## src/rtl/lfu_pkg.sv

```systemverilog
package lfu_pkg;

  // field widths fixed by the interface
  localparam int KEY_W   = 17;
  localparam int DATA_W  = 32;
  localparam int CNT_W   = 18;
  localparam int STAMP_W = 32;
  localparam int CAP_W   = 5;

  // defaults for the top-level parameters
  localparam int ENTRIES_DEF     = 16;
  localparam int KEY_LIMIT_DEF   = 131071;
  localparam int COUNT_LIMIT_DEF = 200000;

  localparam logic [CAP_W-1:0] CAP_RESET = 5'd16;

  typedef enum logic {
    OP_GET = 1'b0,
    OP_PUT = 1'b1
  } op_e;

  // one entry as read out of the store during the scan
  typedef struct packed {
    logic               valid;
    logic [KEY_W-1:0]   key;
    logic [CNT_W-1:0]   cnt;
    logic [STAMP_W-1:0] stamp;
  } cand_t;

  // best eviction candidate seen so far
  typedef struct packed {
    logic               have;
    logic [CNT_W-1:0]   cnt;
    logic [STAMP_W-1:0] age;
  } best_t;

  // verdict of the compare unit for one entry
  typedef struct packed {
    logic               match;
    logic               take;
    logic [STAMP_W-1:0] age;
  } cmp_t;

endpackage

```

## src/rtl/lfu_cmp.sv

```systemverilog
module lfu_cmp (
  input  lfu_pkg::cand_t                    cand_i,
  input  logic [lfu_pkg::KEY_W-1:0]         key_i,
  input  logic [lfu_pkg::STAMP_W-1:0]       clock_i,
  input  lfu_pkg::best_t                    best_i,
  output lfu_pkg::cmp_t                     res_o
);
  import lfu_pkg::*;

  logic [STAMP_W-1:0] age;

  // age wraps with the access clock
  assign age = clock_i - cand_i.stamp;

  // key match against the word being looked up
  assign res_o.match = cand_i.valid && (cand_i.key == key_i);

  // lower count wins, equal count goes to the older entry, first one on a full tie
  assign res_o.take = cand_i.valid &&
                      (!best_i.have || (cand_i.cnt < best_i.cnt) ||
                       ((cand_i.cnt == best_i.cnt) && (age > best_i.age)));

  assign res_o.age = age;

endmodule

```

## src/rtl/lfu_cache_lru_tiebreak.sv

```systemverilog
// LFU key-value cache with LRU tie break.
//
// Command channel: drive operation_i (get or put), key_i and value_i with
// start high; the word is taken at a rising edge where start is high and
// busy is low. busy stays high while the word is worked on.
// Result channel: done_o pulses for one cycle with hit_o and read_value_o.
// The receiver cannot hold a result off; it must take it in that cycle.
// Capacity: capacity_i is written on any edge with capacity_we_i high; the user
// must write it only while the block is idle, as the block does not enforce this.
// Zero acts as one, above ENTRIES acts as ENTRIES.
// Timing: each word scans every entry once through one shared compare
// unit, one entry per cycle from the store's registered read port, then
// drains the read pipeline (ST_DRAIN) and writes back (ST_WB).
// busy is high through the scan, drain and write-back states; done_o rises
// in the same cycle that busy falls, and a new word may start in that cycle,
// so no word is taken before the previous one has been written back.
// Reset: all entries invalid, access clock and occupancy zero, capacity 16.
// No clearing pass is needed: entry contents are only read while valid.
module lfu_cache_lru_tiebreak #(
  parameter int ENTRIES     = lfu_pkg::ENTRIES_DEF,
  parameter int KEY_LIMIT   = lfu_pkg::KEY_LIMIT_DEF,
  parameter int COUNT_LIMIT = lfu_pkg::COUNT_LIMIT_DEF
) (
  input  logic                         clk_i,
  input  logic                         rst_ni,
  input  logic                         start,
  output logic                         busy,
  input  logic                         operation_i,
  input  logic [lfu_pkg::KEY_W-1:0]    key_i,
  input  logic [lfu_pkg::DATA_W-1:0]   value_i,
  input  logic                         capacity_we_i,
  input  logic [lfu_pkg::CAP_W-1:0]    capacity_i,
  output logic                         done_o,
  output logic                         hit_o,
  output logic [lfu_pkg::DATA_W-1:0]   read_value_o
);
  import lfu_pkg::*;

  localparam int IDX_W = (ENTRIES > 1) ? $clog2(ENTRIES) : 1;
  localparam int OCC_W = $clog2(ENTRIES + 1);
  localparam int EC_W  = (OCC_W > CAP_W) ? OCC_W : CAP_W;

  localparam logic [IDX_W-1:0] LAST_IDX  = IDX_W'(ENTRIES - 1);
  localparam logic [EC_W-1:0]  ENT_EC    = EC_W'(ENTRIES);
  localparam logic [CNT_W-1:0] CNT_LIMIT = CNT_W'(COUNT_LIMIT);
  localparam logic [CNT_W-1:0] CNT_ONE   = CNT_W'(1);

  typedef enum logic [1:0] {
    ST_IDLE,
    ST_SCAN,
    ST_DRAIN,
    ST_WB
  } state_e;

  state_e state_q;

  logic [IDX_W-1:0]   rd_idx_q;
  logic [ENTRIES-1:0] valid_q;
  logic [OCC_W-1:0]   occ_q;
  logic [STAMP_W-1:0] clock_q;
  logic [CAP_W-1:0]   cap_q;

  // latched command word
  logic               op_q;
  logic [KEY_W-1:0]   key_q;
  logic [DATA_W-1:0]  val_q;
  logic               over_q;

  // store and its registered read port
  logic [KEY_W-1:0]   key_mem   [ENTRIES];
  logic [DATA_W-1:0]  data_mem  [ENTRIES];
  logic [CNT_W-1:0]   cnt_mem   [ENTRIES];
  logic [STAMP_W-1:0] stamp_mem [ENTRIES];

  logic               rd_valid_q;
  logic [KEY_W-1:0]   rd_key_q;
  logic [DATA_W-1:0]  rd_data_q;
  logic [CNT_W-1:0]   rd_cnt_q;
  logic [STAMP_W-1:0] rd_stamp_q;
  logic               ev_vld_q;
  logic [IDX_W-1:0]   ev_idx_q;

  // scan trackers
  logic               match_q;
  logic [IDX_W-1:0]   match_idx_q;
  logic [DATA_W-1:0]  match_data_q;
  logic [CNT_W-1:0]   match_cnt_q;
  logic               free_q;
  logic [IDX_W-1:0]   free_idx_q;
  logic               vic_q;
  logic [IDX_W-1:0]   vic_idx_q;
  logic [CNT_W-1:0]   best_cnt_q;
  logic [STAMP_W-1:0] best_age_q;

  logic               accept;
  cand_t              cand;
  best_t              best;
  cmp_t               cmp;

  logic [EC_W-1:0]    eff_cap;
  logic               present;
  logic               insert;
  logic               evict;
  logic               wr_en;
  logic [IDX_W-1:0]   wr_slot;
  logic [CNT_W-1:0]   wr_cnt;
  logic [DATA_W-1:0]  wr_data;

  assign busy   = (state_q != ST_IDLE);
  assign accept = start && !busy;

  // capacity register
  always_ff @(posedge clk_i or negedge rst_ni) begin
    if (!rst_ni) begin
      cap_q <= CAP_RESET;
    end else if (capacity_we_i) begin
      cap_q <= capacity_i;
    end
  end

  // command word latch
  always_ff @(posedge clk_i) begin
    if (accept) begin
      op_q   <= operation_i;
      key_q  <= key_i;
      val_q  <= value_i;
      over_q <= (32'(key_i) > 32'(KEY_LIMIT));
    end
  end

  // shared compare unit, one entry per cycle
  assign cand = '{valid: rd_valid_q, key: rd_key_q, cnt: rd_cnt_q, stamp: rd_stamp_q};
  assign best = '{have: vic_q, cnt: best_cnt_q, age: best_age_q};

  lfu_cmp u_cmp (
    .cand_i  (cand),
    .key_i   (key_q),
    .clock_i (clock_q),
    .best_i  (best),
    .res_o   (cmp)
  );

  // scan trackers: first match, first free slot, best victim
  always_ff @(posedge clk_i or negedge rst_ni) begin
    if (!rst_ni) begin
      match_q <= 1'b0;
      free_q  <= 1'b0;
      vic_q   <= 1'b0;
    end else if (accept) begin
      match_q <= 1'b0;
      free_q  <= 1'b0;
      vic_q   <= 1'b0;
    end else if (ev_vld_q) begin
      if (!match_q && cmp.match) begin
        match_q      <= 1'b1;
        match_idx_q  <= ev_idx_q;
        match_data_q <= rd_data_q;
        match_cnt_q  <= rd_cnt_q;
      end
      if (!free_q && !rd_valid_q) begin
        free_q     <= 1'b1;
        free_idx_q <= ev_idx_q;
      end
      if (cmp.take) begin
        vic_q      <= 1'b1;
        vic_idx_q  <= ev_idx_q;
        best_cnt_q <= rd_cnt_q;
        best_age_q <= cmp.age;
      end
    end
  end

  // write-back decision
  always_comb begin
    eff_cap = EC_W'(cap_q);
    if (cap_q == '0) begin
      eff_cap = EC_W'(1);
    end else if (eff_cap > ENT_EC) begin
      eff_cap = ENT_EC;
    end
  end

  assign present = match_q && !over_q;
  assign insert  = (op_q == OP_PUT) && !match_q && !over_q;
  assign evict   = ((EC_W'(occ_q) >= eff_cap) || !free_q) && vic_q;
  assign wr_en   = (state_q == ST_WB) && (present || insert);
  assign wr_slot = present ? match_idx_q : (evict ? vic_idx_q : free_idx_q);
  assign wr_data = (op_q == OP_PUT) ? val_q : match_data_q;

  // saturating bump on a hit, fresh count on an insert
  always_comb begin
    wr_cnt = CNT_ONE;
    if (present) begin
      wr_cnt = (match_cnt_q < CNT_LIMIT) ? match_cnt_q + CNT_ONE : match_cnt_q;
    end
  end

  // entry store: one write port, one registered read port
  always_ff @(posedge clk_i) begin
    if (wr_en) begin
      key_mem[wr_slot]   <= key_q;
      data_mem[wr_slot]  <= wr_data;
      cnt_mem[wr_slot]   <= wr_cnt;
      stamp_mem[wr_slot] <= clock_q;
    end
    rd_valid_q <= valid_q[rd_idx_q];
    rd_key_q   <= key_mem[rd_idx_q];
    rd_data_q  <= data_mem[rd_idx_q];
    rd_cnt_q   <= cnt_mem[rd_idx_q];
    rd_stamp_q <= stamp_mem[rd_idx_q];
    ev_idx_q   <= rd_idx_q;
  end

  // sequencer with registered result
  always_ff @(posedge clk_i or negedge rst_ni) begin
    if (!rst_ni) begin
      state_q      <= ST_IDLE;
      rd_idx_q     <= '0;
      ev_vld_q     <= 1'b0;
      valid_q      <= '0;
      occ_q        <= '0;
      clock_q      <= '0;
      done_o       <= 1'b0;
      hit_o        <= 1'b0;
      read_value_o <= '0;
    end else begin
      done_o   <= 1'b0;
      ev_vld_q <= (state_q == ST_SCAN);
      case (state_q)
        ST_IDLE: begin
          if (accept) begin
            rd_idx_q <= '0;
            state_q  <= ST_SCAN;
          end
        end
        ST_SCAN: begin
          if (rd_idx_q == LAST_IDX) begin
            state_q <= ST_DRAIN;
          end else begin
            rd_idx_q <= rd_idx_q + IDX_W'(1);
          end
        end
        ST_DRAIN: begin
          state_q <= ST_WB;
        end
        ST_WB: begin
          if (wr_en) begin
            valid_q[wr_slot] <= 1'b1;
            clock_q          <= clock_q + STAMP_W'(1);
          end
          if (insert && !evict) begin
            occ_q <= occ_q + OCC_W'(1);
          end
          done_o       <= 1'b1;
          hit_o        <= present;
          read_value_o <= (present && (op_q == OP_GET)) ? match_data_q : '0;
          state_q      <= ST_IDLE;
        end
        default: begin
          state_q <= ST_IDLE;
        end
      endcase
    end
  end

  // a result only follows a write-back cycle
  assert property (@(posedge clk_i) disable iff (!rst_ni)
    done_o |-> $past(state_q == ST_WB))
    else $error("result strobe without write-back");

  // occupancy never passes the number of slots
  assert property (@(posedge clk_i) disable iff (!rst_ni)
    occ_q <= OCC_W'(ENTRIES))
    else $error("occupancy above slot count");

  // returned data only on a hit
  assert property (@(posedge clk_i) disable iff (!rst_ni)
    (done_o && (read_value_o != '0)) |-> hit_o)
    else $error("read data without hit");

  // an accepted word keeps the block busy
  assert property (@(posedge clk_i) disable iff (!rst_ni)
    accept |=> busy)
    else $error("accepted word did not raise busy");

endmodule
```

## config.mk

```make
export PLATFORM = sky130hd
export DESIGN_NAME = lfu_cache_lru_tiebreak
export DESIGN_NICKNAME = d
export VERILOG_FILES = /design/src/rtl/lfu_pkg.sv /design/src/rtl/lfu_cmp.sv /design/src/rtl/lfu_cache_lru_tiebreak.sv
export SDC_FILE = /design/constraint.sdc
export NUM_CORES = 2
export LEC_CHECK = 0
export BUFFER_PORTS_ARGS = -buffer_cell sky130_fd_sc_hd__buf_2
export CAP_MARGIN = 15
export CORE_MARGIN = 2
export CORE_UTILIZATION = 55
export DETAILED_ROUTE_END_ITERATION = 16
export GPL_TIMING_DRIVEN = 0
export PLACE_DENSITY = 0.71
export SYNTH_ARGS = -nofsm -noshare
export SYNTH_HDL_FRONTEND = slang
export SYNTH_SLANG_ARGS = --single-unit
```

## constraint.sdc

```tcl
create_clock -name clk_i -period 9.23 [get_ports clk_i]
set_input_delay 1.846 -clock clk_i [delete_from_list [all_inputs] [get_ports clk_i]]
set_output_delay 1.846 -clock clk_i [all_outputs]
set_load 0.02 [all_outputs]
```

# After elaboration in Yosys (flattened, before gate mapping)
# Memory sizes are Yosys's and may differ from the RTL's. A register that Yosys moved wholly into a read port is not among the register bits.
# Index checks and enable logic that the tools add are counted.
[classes]
add_sub_neg = 5
order_cmp = 8
eq_ne = 9
n_mux = 30
n_bitwise = 3
n_reduce_logical = 40
[op_table]
columns = ["operator", "count"]
rows = [
  ["$mux W32", 2],
  ["$mux W18", 2],
  ["$add A32 B1 Y32 const B", 1],
  ["$gt A32 B32 Y1", 1],
  ["$sub A32 B32 Y32", 1],
  ["$add A18 B1 Y18 const B", 1],
  ["$eq A18 B18 Y1", 1],
  ["$lt A18 B18 Y1", 1],
  ["$lt A18 B18 Y1 const B", 1],
  ["$eq A17 B17 Y1", 1],
  ["$mux W4", 4],
  ["$or A16 B16 Y16", 1],
  ["$mux W1", 14],
  ["$logic_and A1 B1 Y1", 12],
  ["$reduce_and A2 Y1", 6],
  ["$reduce_and A4 Y1", 3],
  ["$reduce_bool A2 Y1", 6],
  ["$lt A4 B5 Y1 const B", 2],
  ["$mux W5", 2],
  ["$pmux W2 S4", 1],
  ["$pmux W4 S2", 1],
  ["$logic_not A1 Y1", 6],
  ["$add A5 B1 Y5 const B", 1],
  ["$ge A5 B5 Y1", 1],
  ["other kinds (16)", 23],
]
[totals]
register_bits = 269
ram_bits = 1584
elab_cells = 124
memories = 4
[memory_table]
columns = ["memory", "words", "width", "read_ports", "rd_ports_with_merged_regs", "write_ports", "line_no", "source"]
rows = [
  ["data_mem", 16, 32, 1, 1, 1, "lfu_cache_lru_tiebreak.sv:71", "logic [DATA_W-1:0] data_mem [ENTRIES];"],
  ["stamp_mem", 16, 32, 1, 1, 1, "lfu_cache_lru_tiebreak.sv:73", "logic [STAMP_W-1:0] stamp_mem [ENTRIES];"],
  ["cnt_mem", 16, 18, 1, 1, 1, "lfu_cache_lru_tiebreak.sv:72", "logic [CNT_W-1:0] cnt_mem [ENTRIES];"],
  ["key_mem", 16, 17, 1, 1, 1, "lfu_cache_lru_tiebreak.sv:70", "logic [KEY_W-1:0] key_mem [ENTRIES];"],
]

# Logic depth before layout (Yosys ltp)
[logic_depth]
word_depth = 13
depth_mapped = 20
depth_no_buf = 20

# Cells and area by module
# From an unflattened synthesis, not the netlist that was laid out.
[unflattened]
hier_cells = 3519
area_unflattened_um2 = 75443.6
[modules_own_cells]
columns = ["module", "n_inst", "cells_per_inst", "area_per_inst_um2", "seq_area_each_um2"]
rows = [
  ["lfu_cache_lru_tiebreak", 1, 3046, 72134.2, 57066.0],
  ["lfu_cmp", 1, 473, 3309.4, 0.0],
]

# Worst setup path after synthesis
# Ideal clock, no wire load.
[synth_path]
path_type = "register -> register"
from = "register cap_q[2]"
to = "memory cnt_mem[14][0], enable pin"
setup_time_ps = 558
arrival_ps = 6251
t_required_ps = 8672
path_slack_ps = 2420
stages_incl_launch_ff = 13
path_buffers = 0
synth_period_minus_slack_ps = 6810
path_cell_list = "dfrtp_1 -> nor3_1 -> nor2_1 -> nor2_1 -> ha_1 -> nand2b_1 -> a21o_1 -> a21o_1 -> a21oi_1 -> o21ai_1 -> nand2_1 -> a311oi_2 -> nor2_1"
[synth_via]
elab_chain_cells = 8
word_cells_on_any_way = 9
classes_between = "order compare (2); mux (4); reduce/logical (3)"
[synth_lines]
columns = ["item", "line_no", "source"]
rows = [
  ["from (decl)", "lfu_cache_lru_tiebreak.sv:61", "logic [CAP_W-1:0] cap_q;"],
  ["from (signal assigned)", "lfu_cache_lru_tiebreak.sv:117", "cap_q <= capacity_i;"],
  ["$gt A5 B5 Y1", "lfu_cache_lru_tiebreak.sv:178", "end else if (eff_cap > ENT_EC) begin"],
  ["$mux W5", "lfu_cache_lru_tiebreak.sv:178", ""],
  ["$mux W5 *", "lfu_cache_lru_tiebreak.sv:176", "if (cap_q == '0) begin"],
  ["$ge A5 B5 Y1 *", "lfu_cache_lru_tiebreak.sv:185", "assign evict = ((EC_W'(occ_q) >= eff_cap) || !free_q) && vic_q;"],
  ["$logic_or A1 B1 Y1 *", "lfu_cache_lru_tiebreak.sv:185", ""],
  ["$logic_and A1 B1 Y1 *", "lfu_cache_lru_tiebreak.sv:185", ""],
  ["$mux W4 * (2 in series)", "lfu_cache_lru_tiebreak.sv:187", "assign wr_slot = present ? match_idx_q : (evict ? vic_idx_q : free_idx_q);"],
  ["to (decl)", "lfu_cache_lru_tiebreak.sv:72", ""],
]
# Mark *: on every way between the ends. The rest lies on a longest branch, timed or not.

==> out/summary.txt <==
gr usage total -> 25.78%
cts hold-fix bufs -> 0
Synth Cell Area -> 0.07487 mm^2
CTS HTree Levels -> 4
DR pass1 iterations -> 5
Nets -> 4033
syn nets -> 3636
hold crit path type -> register to register
EDFF count, synth -> 1746
layout cell share with drive strength beyond 1 -> 27.30%
FF-to-FF Start -> clock_q[0]$_DFFE_PN0P_
Setup Viol. Count Final -> 0
post-synthesis mux area share -> 15.64%
HPWL Detailed -> 108300 um
simple-gate share of the synthesized area -> 1.945%
Die W -> 372.9 um
WL/cell -> 30.45 um
Final period util -> 64.99%
Critical-path top delay cell -> o21ai_0
initial antenna violation count -> 2
Die H -> 372.9 um
CTS Buf Count -> 185
via count -> 36.91k
Synth Area in Adders -> 1.614%
CP endpoint kind -> register
largest net degree at the start of global routing -> 68
Yosys top cell area share -> 70.03%
RSZ-0062 raised after global routing -> false
Setup CP Type -> register to register
Synth Warn # -> 0
asr flop ratio synth -> 5.225%
Compound-Gate Fraction of Synth Area -> 2.069%
synth unique cells -> 69
Pleak -> 28.12 nW
DRC Markers -> 0
Synth area leaders -> edfxtp_1 (70%), mux4_2 (15%), dfrtp_1 (3.4%), dfxtp_1 (2.8%), ha_1 (1.6%)
R2R Setup Slk -> 3230 ps
reg2reg end -> best_age_q[1]$_DFFE_PP_
Hold Violations, Final -> 0
Max Fanout on Critical Path -> 36
Clk Latency, worst-skew pair -> 810 ps
combinational family with the most area after synthesis -> multiplexers
post-CTS sizing -> 0
R2R cell count -> 19
Power, Total -> 24.13 mW
antenna-violating nets left -> 0
Slew Viols, Final -> 0
final hold slack -> 368.4 ps
Placer Congestion -> 0.7842
CP cell instances -> inv_1 -> ha_1 -> inv_1 -> fa_1 -> a21oi_1 -> nor2b_1 -> a311o_1 -> a21o_4 -> a21o_1 -> a31oi_1 -> a22oi_1 -> xor2_1 -> ha_1 -> nand4_1 -> nor2_1 -> nand2_1 -> o21ai_0 -> a21o_2 -> buf_12
starting density of the core -> 55.33%
Hold EP -> ev_idx_q[3]$_DFF_P_
die area -> 0.1391 mm^2
Avg Inst Size Synth -> 21.51 um^2
maxcap violations -> 0
clk slew on worst S/H paths -> 70 ps
hold path start -> rd_idx_q[3]$_DFFE_PN0P_
port buffer count -> 93
Clock Sinks -> 1952
CTS tree -> yes
pwr dens -> 278.7 mW/mm^2
Seq/Total Area, Yosys -> 76.22%
Clock Tree Root -> clkbuf_16
Final Critical Period -> 5999 ps
Peak VDD IR -> 195.3 uV
gr ovfl total -> 0
Slew HR -> 15.08%
critical path arrival -> 6460 ps
Worst Skew -> 34.00 ps
Post-synth top flop -> edfxtp_1
Synth area leader -> edfxtp_1
status -> finished clean
DRT iter0 DRCs -> 4801
first-pass GRT wire length -> 257300 um
Area growth syn-to-layout -> 15.64%
row cnt -> 135
CP Launch Type -> register
post-DR vias/cell -> 6.343
register bit total from synthesis -> 1952
Hold Path Depth -> 0
Slew @ Worst Pin -> 1262 ps
I/O pin count -> 94
Total Routed Length -> 177100 um
final core occ -> 63.99%
Fmax -> 166.7 MHz
Synth Area in XOR/XNOR -> 1.076%
Post-CTS Setup Bufs -> 0
core box area -> 0.1353 mm^2
Req. time, crit path -> 9690 ps
max incr delay on CP -> 700 ps
CTS max path bufs -> 3
vias in the first global route -> 37.31k
Cells after Synth -> 3481
## per-stage QoR
stage / instance area, um^2 / worst slack [ps] / setup TNS, ps / instances
global placement: 77560 / -4525 / -6695100 / 5355
detailed placement: 80210 / 3347 / 0 / 5464
floorplan: 74870 / 2420 / 0 / 3481
global route: 86570 / 2990 / 0 / 5817
CTS: 86450 / 3273 / 0 / 5809
finish: 86570 / 3231 / 0 / 5818
## flip-flops by register name (all words and copies together) (netlist names), 272 cells and up
register   cells
data_mem     512
key_mem      272
stamp_mem    512
cnt_mem      288
## Yosys cell counts (26+ instances only)
cell type and number:
o21ai_0 59, dfrtp_1 101, a21o_1 26, edfxtp_1 1746
mux4_2 500, a21oi_1 61, mux2_2 39, ha_1 95
inv_1 139, dfxtp_1 104, nand2_1 90, clkbuf_1 74
xor2_1 28, buf_2 42, xnor2_1 64, nor2_1 68
## logic make-up (layout without fill, tap and decap cells)
| kind of cell | count (synthesis) | count (layout) |
|---|---|---|
| adder cells (fa/ha/maj) | 96 | 96 |
| buffers and inverters | 271 | 826 |
| other | 0 | 1 |
| multiplexers | 540 | 540 |
| flip-flops | 1952 | 1952 |
| AO/OA/AOI/OAI | 233 | 233 |
| XOR/XNOR | 92 | 92 |
| AND/OR/NAND/NOR | 297 | 297 |
## how the worst max path moves through the flow
stage                                 startpoint  slack [ps]                        to
after floorplan             cap_q[2]$_DFFE_PN0P_        2420  cnt_mem[14][0]$_DFFE_PP_
after global placement      cap_q[2]$_DFFE_PN0P_       -4530  key_mem[1][14]$_DFFE_PP_
after detailed placement  clock_q[0]$_DFFE_PN0P_        3350   best_age_q[1]$_DFFE_PP_
after CTS                 clock_q[0]$_DFFE_PN0P_        3270   best_age_q[1]$_DFFE_PP_
after global routing      clock_q[0]$_DFFE_PN0P_        2990   best_age_q[1]$_DFFE_PP_
final                     clock_q[0]$_DFFE_PN0P_        3230   best_age_q[1]$_DFFE_PP_
## power breakdown
group,switching (mW),leakage (nW),internal [mW]
registers,0.346,17.5,10.4
logic,3.07,7.61,2.53
clock network,3.20,3.06,4.55
total,6.61,28.1,17.5
## critical path, delay by kind of cell, from the launching register on
kind / cells / cell delay [ps]
compound gates: 8 / 2750
xor+xnor: 1 / 180
fa+ha+maj: 3 / 930
buf+inv: 3 / 560
flops: 1 / 570
simple gates: 4 / 560
## area by class of cell
class | instances | area, um^2
fill | 8626 | 48730
multi-input combinational | 1258 | 16860
sequential | 1952 | 57070
antenna | 1 | 2.502
clock buffer | 262 | 5290
timing repair buffer | 210 | 3107
inverter | 140 | 528.0
clock inverter | 83 | 950.9
tap | 1781 | 2228
buffer | 131 | 544.3
## per-layer routing
layer | vias up | part of all wire (%) | global-route usage (%)
li1 | 15100 | - | -
met4 | 0 | 3.2 | 8.659
met3 | 320 | 8.3 | 3.972
met2 | 1930 | 50 | 42.35
met1 | 19560 | 38 | 35.80
met5 | - | 0 | 0
## cells in the final DEF, fill, tap and decap left out, drive strengths merged, types with 5 or more instances in the layout
master and count:
a211oi 8, a21o 27, a21oi 62, a31oi 6, and3 19, buf 267
bufinv 20, clkbuf 336, clkinv 56, dfrtp 101, dfxtp 104, edfxtp 1746
ha 95, inv 143, mux2 39, mux4 500, nand2 91, nand2b 7
nand3 23, nand4 23, nor2 70, nor2b 14, nor3 15, nor3b 5
nor4 7, o211ai 7, o21a 9, o21ai 63, o21bai 25, or3 6
xnor2 64, xor2 28
Note: power is estimated with default switching activity, not from simulation.
